## src/rtl/rau_pkg.sv

```systemverilog
// ----------------------------------------------------------------------------
// rau_pkg: shared types and constants for the rational arithmetic unit
// Holds the operation and status codes and the record passed from front to back.
// ----------------------------------------------------------------------------
package rau_pkg;

    localparam logic [2:0] FUNC_ADD = 3'd0;
    localparam logic [2:0] FUNC_SUB = 3'd1;
    localparam logic [2:0] FUNC_MUL = 3'd2;
    localparam logic [2:0] FUNC_DIV = 3'd3;
    localparam logic [2:0] FUNC_CMP = 3'd4;

    localparam logic [1:0] ST_OK       = 2'd0;
    localparam logic [1:0] ST_DIV_ZERO = 2'd1;
    localparam logic [1:0] ST_OVERFLOW = 2'd2;
    localparam logic [1:0] ST_ZERO_DEN = 2'd3;

    // classified item sent from the front part to the back part
    typedef struct packed {
        logic        compute;   // back part must reduce a fraction
        logic        add_sub;   // numerator is a sum of two products
        logic        sub;       // second product is negated
        logic [2:0]  cmp;       // less, equal, greater
        logic [1:0]  status;
        logic [31:0] x1;        // numerator product operands
        logic [31:0] y1;
        logic [31:0] x2;        // second numerator product (add/sub)
        logic [31:0] y2;
        logic [31:0] dx;        // denominator product operands
        logic [31:0] dy;
        logic [31:0] echo_num;
        logic [31:0] echo_den;
    } t_item;

endpackage

```

## src/rtl/rau_fifo.sv

```systemverilog
// ----------------------------------------------------------------------------
// rau_fifo: two-entry queue between front and back
// Lets the front classify the next item while the back is busy.
// ----------------------------------------------------------------------------
module rau_fifo (
    input  logic           i_clk,
    input  logic           i_rst_n,
    input  logic           i_valid,
    output logic           o_ready,
    input  rau_pkg::t_item i_item,
    output logic           o_valid,
    input  logic           i_ready,
    output rau_pkg::t_item o_item
);

    rau_pkg::t_item r_mem [2];
    logic r_wp, r_rp;
    logic [1:0] r_cnt;
    logic wr, rd;

    assign o_ready = (r_cnt != 2'd2);
    assign o_valid = (r_cnt != 2'd0);
    assign o_item  = r_mem[r_rp];
    assign wr = i_valid && o_ready;
    assign rd = o_valid && i_ready;

    always_ff @(posedge i_clk) begin
        if (!i_rst_n) begin
            r_wp  <= 1'b0;
            r_rp  <= 1'b0;
            r_cnt <= 2'd0;
        end else begin
            if (wr) r_wp <= ~r_wp;
            if (rd) r_rp <= ~r_rp;
            r_cnt <= r_cnt + 2'(wr) - 2'(rd);
        end
        if (wr) r_mem[r_wp] <= i_item;
    end

endmodule

```

## config.mk

```make
export PLATFORM = sky130hd
export DESIGN_NAME = rau_fifo
export DESIGN_NICKNAME = d
export VERILOG_FILES = /design/src/rtl/rau_pkg.sv /design/src/rtl/rau_fifo.sv
export SDC_FILE = /design/constraint.sdc
export NUM_CORES = 1
export LEC_CHECK = 0
export ABC_AREA = 1
export BUFFER_PORTS_ARGS = -buffer_cell sky130_fd_sc_hd__buf_2
export CORE_MARGIN = 5
export CORE_UTILIZATION = 45
export DETAILED_ROUTE_END_ITERATION = 10
export PLACE_DENSITY = 0.7
export REMOVE_ABC_BUFFERS = 1
export SLEW_MARGIN = 30
export SYNTH_ARGS = -nofsm -noshare
export SYNTH_HDL_FRONTEND = slang
export SYNTH_SLANG_ARGS = --single-unit
```

## constraint.sdc

```tcl
create_clock -name i_clk -period 33.6 [get_ports i_clk]
set_input_delay 6.72 -clock i_clk [delete_from_list [all_inputs] [get_ports i_clk]]
set_output_delay 6.72 -clock i_clk [all_outputs]
set_load 0.03 [all_outputs]
```

==> results of run 1 <==
[state kept, by name (all words and copies together) (netlist names), named ones only]
name / cells
r_rp: 1
r_cnt: 2
r_wp: 1
r_mem: 528
[worst paths after layout]
kind	end	depth (start not counted)
min reg2reg	flop	2
min	flop	2
max reg2reg	r_mem[0][240]	6
max	o_item[19]	4
[power by group]
| part | total [mW] | switching [mW] | internal [mW] |
|---|---|---|---|
| sequential | 0.872 | 0.0291 | 0.842 |
| clock | 0.572 | 0.234 | 0.338 |
| combinational | 0.542 | 0.366 | 0.176 |
[final cells by class]
type / instances / area, um^2 / area share (%)
Antenna cell: 6 / 15.0 / 0.0619
Clock buffer: 71 / 1440 / 5.92
Clock inverter: 23 / 246 / 1.02
Inverter: 7 / 38.8 / 0.160
Multi-Input combinational cell: 288 / 3090 / 12.7
Sequential cell: 533 / 16000 / 65.8
Tap cell: 585 / 732 / 3.02
Timing Repair Buffer: 541 / 2750 / 11.3
[synthesized netlist by cell type]
library cell	count
ha_1	2
nor2_1	8
buf_6	6
a21oi_1	2
clkbuf_8	23
edfxtp_1	528
mux2_2	264
inv_1	7
nand3_1	3
dfxtp_1	5
nand2_1	9
[critical path: cells and delay by family, from the launching register on]
family | cells | cell delay [ns]
DFF | 1 | 0.80
buffers and inverters | 3 | 1.76
muxes | 1 | 0.43
[layer usage]
| layer | global-route usage (%) | part of all wire (%) |
|---|---|---|
| met5 | 0 | 0.15 |
| met4 | 4.29 | 1.6 |
| met3 | 6.44 | 9.3 |
| met2 | 30.6 | 52 |
| met1 | 20.8 | 37 |
[per-stage QoR]
stage          hold WS (ns)  instances  instance area [um^2]  power [mW]  worst slack, ns
2_1_floorplan         0.467        828                 19100        1.31            14.97
4_1_cts               0.505       2048                 24200        2.01            23.07
3_5_place_dp          0.493       1954                 22600        1.43            23.72
3_3_place_gp          0.485       1954                 22600        1.42            23.84
5_1_grt               0.546       2051                 24300        2.07            22.95
6_report              0.506       2054                 24300        1.99            23.13
[placed cells by master (no fill, tap or decap), drive strengths merged]
cell	instances
diode	6
buf	541
edfxtp	528
inv	8
nand2	9
bufinv	5
nand3	3
nor2	8
ha	2
clkinv	15
dfxtp	5
clkbuf	71
clkinvlp	2
a21oi	2
mux2	264
[logic make-up (layout without fill, tap and decap cells)]
group | Yosys count | count (layout) | synth area share, %
flops | 533 | 533 | 82.0
mux | 264 | 264 | 15.3
buf+inv | 36 | 642 | 2.11
simple gates | 20 | 20 | 0.405
fa+ha+maj | 2 | 2 | 0.129
compound gates | 2 | 2 | 0.0515
other cells | 0 | 6 | 0
==> metrics, run 1 <==
status finished clean; Vias/cell 4.87; P per Cell Area just over 80 nW/um^2; r2r setup slk just over 30 ns; antenna violations before repair 11; all-layer global routing usage ~18%; Cell Area, Synth about 19000 um^2; unrepaired setup endpoints after global routing no; Root Driver clkbuf_16; Max-cap violations 0; clock sink count between 500 and 600; crit path launch type flop; Max Slew Vio Count 0; setup violators final 0; CTS Hold Bufs 0; vias in the first global route 10800; utilization after layout between 50% and 60%; drt first pass iters 4; #FFs+latches synth 533; RD Place Congestion 0.811; Worst-path clk slew 0.06 ns; Pleak roughly 9.0 nW; die height roughly 220 um; minimum clock period 10.47 ns; worst clock skew about 0.009 ns; share of cells above drive strength 1 about three fifths; Slowest-stage cell, CP buf_4; H-tree levels 2; top cells by area, synth edfxtp_1 82%, mux2_2 15%, clkbuf_8 1.6%; most used cell, CP buf_4; setup bufs post-CTS 0; Clock Path Buffers 3; R2R Path Start r_cnt[0]; critical path peak fanout 68; top cell type's share of synthesized area about four fifths; TritonCTS clock tree built; synthesized instance count approximately 860; top achievable clock speed ~96 MHz; Worst-Margin Slew a little over 0.9 ns; clk_lat worst skew ~0.58 ns; synthesized area per cell 22.7 um^2; Hold WC Path Type flop to flop; TNS Setup 0 ns; grt total ovfl 0; chip width around 220 um; die area 47500 um^2; DP HPWL 30300 um; Seq/Total Area, Yosys between 80 and 90%; routed wire length between 40000 and 50000 um; Max stage delay on crit path ~0.81 ns; core area about 43000 um^2; Fillers about 3300; Rel. slew slack between 30% and 40%; hold path start r_rp; Hold Vio Cnt, Final 0; Routed WL per cell 21.3 um; first-pass GRT wire length about 64000 um; total CTS buffers 54; DRC Markers 0; CTS resizes 0; FP Rows between 70 and 80; Critical Path RT 26.88 ns; period utilization ~31%; Syn. warnings 0; Syn-to-layout area delta 24.8%; Distinct cells, synth 11; vias 9995; Starting DRT DRC Count approximately 730; leading area contributor after synthesis edfxtp_1; ANT nets after route 0; largest net degree at the start of global routing 136; Starting Density between 40 and 50%; Setup CP Type flop to output pin; Critical Path, Cell by Cell buf_4, buf_4, mux2_2, buf_2; I/O pin cnt about 530; IO buf count 533; nets between 1500 and 2000; Max VDD drop roughly 0.000057 V; CP arrival about 3.8 ns; crit end category output pin
Note: power is estimated with default switching activity, not from simulation.
==> run 2, diff against run 1 <==
ABC_AREA = 0   (was 1)
clock period = 10.4 ns   (was 33.6 ns; I/O delays follow)
==> metrics, run 2 <==
status finished clean; I/O pin cnt approximately 530; DP HPWL around 29000 um; top cell type's share of synthesized area between 80% and 90%; Post-synth EDFFs around 530; Pleak approximately 8.9 nW; drt first pass iters 5; Routed WL per cell between 20 and 25 um; Setup CP Type flop to output pin; leading cell types in the layout, fill and taps excluded 533 x buf_2, 528 x edfxtp_1, 264 x mux2_2, 53 x clkbuf_16; Worst-path clk slew 0.06 ns; chip width 218 um; RD Place Congestion between 0.7 and 0.8; vias in the first global route 10500; dominant cell by count in the synthesized netlist edfxtp_1; Cell Area, Synth between 15000 and 20000 um^2; H-tree levels 2; CTS resizes 0; grt total ovfl 0; all-layer global routing usage approximately 17%; Vias/cell 4.87; Async SR Flop Fraction 0%; Hold WC Path Type flop to flop; total CTS buffers 53; Starting DRT DRC Count 596; first-pass GRT wire length 61300 um; crit path launch type flop; DRC Markers 0; P per Cell Area 260 nW/um^2; top achievable clock speed just over 200 MHz; TritonCTS clock tree built; #FFs+latches synth 533; unrepaired setup endpoints after global routing no; critical path peak fanout roughly 140; Rel. slew slack approximately two fifths; Syn. warnings 0; synthesized area per cell ~23 um^2; ANT nets after route 0; Tot Pwr around 6.3 mW; clock sink count about 530; antenna violations before repair 12; Top reg by flops r_mem; worst clock skew roughly 0.0087 ns; share of cells above drive strength 1 60.0%; clk_lat worst skew 0.57 ns; Post-synth top cells 528 x edfxtp_1, 264 x mux2_2, 23 x buf_6; final setup margin 5.48 ns; Syn-to-layout area delta 24.3%; Worst-Margin Slew around 0.91 ns; IO buf count 533; dpl ws roughly 6 ns; FP Rows 76; setup bufs post-CTS 0; core area about 43000 um^2; Hold Vio Cnt, Final 0; Max-cap violations 0; period utilization a little under half; Seq/Total Area, Yosys about 80%; synthesized instance count roughly 850; nets 1682; TNS Setup 0 ns; Post-synth top flop edfxtp_1; Max Slew Vio Count 0; CP arrival roughly 2.8 ns; max reg flops around 530; CTS Hold Bufs 0; minimum clock period just under 5 ns; Critical Path RT approximately 8.3 ns; die area 47400 um^2; Max VDD drop between 0.0002 and 0.00025 V; setup violators final 0; Distinct cells, synth 17; routed wire length between 40000 and 50000 um; most common cell after layout, fill and taps aside buf_2; leading area contributor after synthesis edfxtp_1; crit end category output pin; die height between 200 and 250 um; utilization after layout a little under three fifths; largest registers r_mem (528), r_cnt (2); Starting Density a little under half; Root Driver clkbuf_16; Clock Path Buffers 3; vias 9942; largest net degree at the start of global routing 140; top cells by area, synth edfxtp_1 82%, mux2_2 15%, buf_6 1.3%
## run 2: changes by cell type in the layout (fill, tap and decap cells not counted), sizes merged, moves of 3 or more
cell | previous run | this run
inv | 8 | 3
nand3 | 3 | 0
nand2 | 9 | 2
clkinv | 15 | 20
nor2 | 8 | 1
bufinv | 5 | 1
xnor2 | 0 | 3
## run 2: metrics by stage
stage | hold slack, ns | cells | instance area [um^2]
floorplan | 0.455 | 816 | 19100
global placement | 0.520 | 1942 | 22600
detailed placement | 0.523 | 1942 | 22600
CTS | 0.532 | 2035 | 24100
global route | 0.562 | 2041 | 24100
finish | 0.539 | 2043 | 24100
## run 2: where the power goes
part | internal (mW) | switching (mW)
clock | 0.956 | 0.734
combinational | 0.593 | 1.21
sequential | 2.70 | 0.0811
total | 4.25 | 2.03
## run 2: cells by family after synthesis
| family | synth area share [%] |
|---|---|
| DFF | 82.2 |
| buffers and inverters | 1.78 |
| xor gates and xnor gates | 0.135 |
| muxes | 15.4 |
| adders and majority gates | 0.129 |
| and+or+nand+nor | 0.316 |
| AOI/OAI and AO/OA | 0.0387 |
## run 2: worst max-delay path: stages, from the launching register on
cell,delay [ns]
dfxtp_4,0.76
buf_12,0.54
mux2_2,0.46
buf_2,0.19
## run 2: final timing paths
kind            start            end  slack [ns]  cells after the start
max reg2reg  r_cnt[0]  r_mem[0][132]        7.73                      5
min reg2reg      r_wp           r_wp        0.54                      2
max              flop     o_item[12]        5.48                      3
min              r_wp           r_wp        0.54                      2
## run 2: layout make-up
| type | count | area, um^2 |
|---|---|---|
| multi-input cells | 282 | 3120 |
| fillers | 3303 | 18800 |
| inverters | 1 | 3.75 |
| flip-flops and latches | 533 | 16000 |
| repair buffers | 541 | 2770 |
| clock buffers | 69 | 1390 |
| diodes | 8 | 20.0 |
| well taps | 585 | 732 |
| clock inverters | 24 | 135 |
## run 2: metal layers
| layer | wire, um | vias up | global-route usage, % |
|---|---|---|---|
| met1 | 15000 | 4973 | 19.0 |
| met4 | 1040 | 10 | 5.94 |
| li1 | - | 4532 | - |
| met3 | 3770 | 81 | 6.14 |
| met5 | 63 | - | 0 |
| met2 | 22600 | 346 | 30.2 |
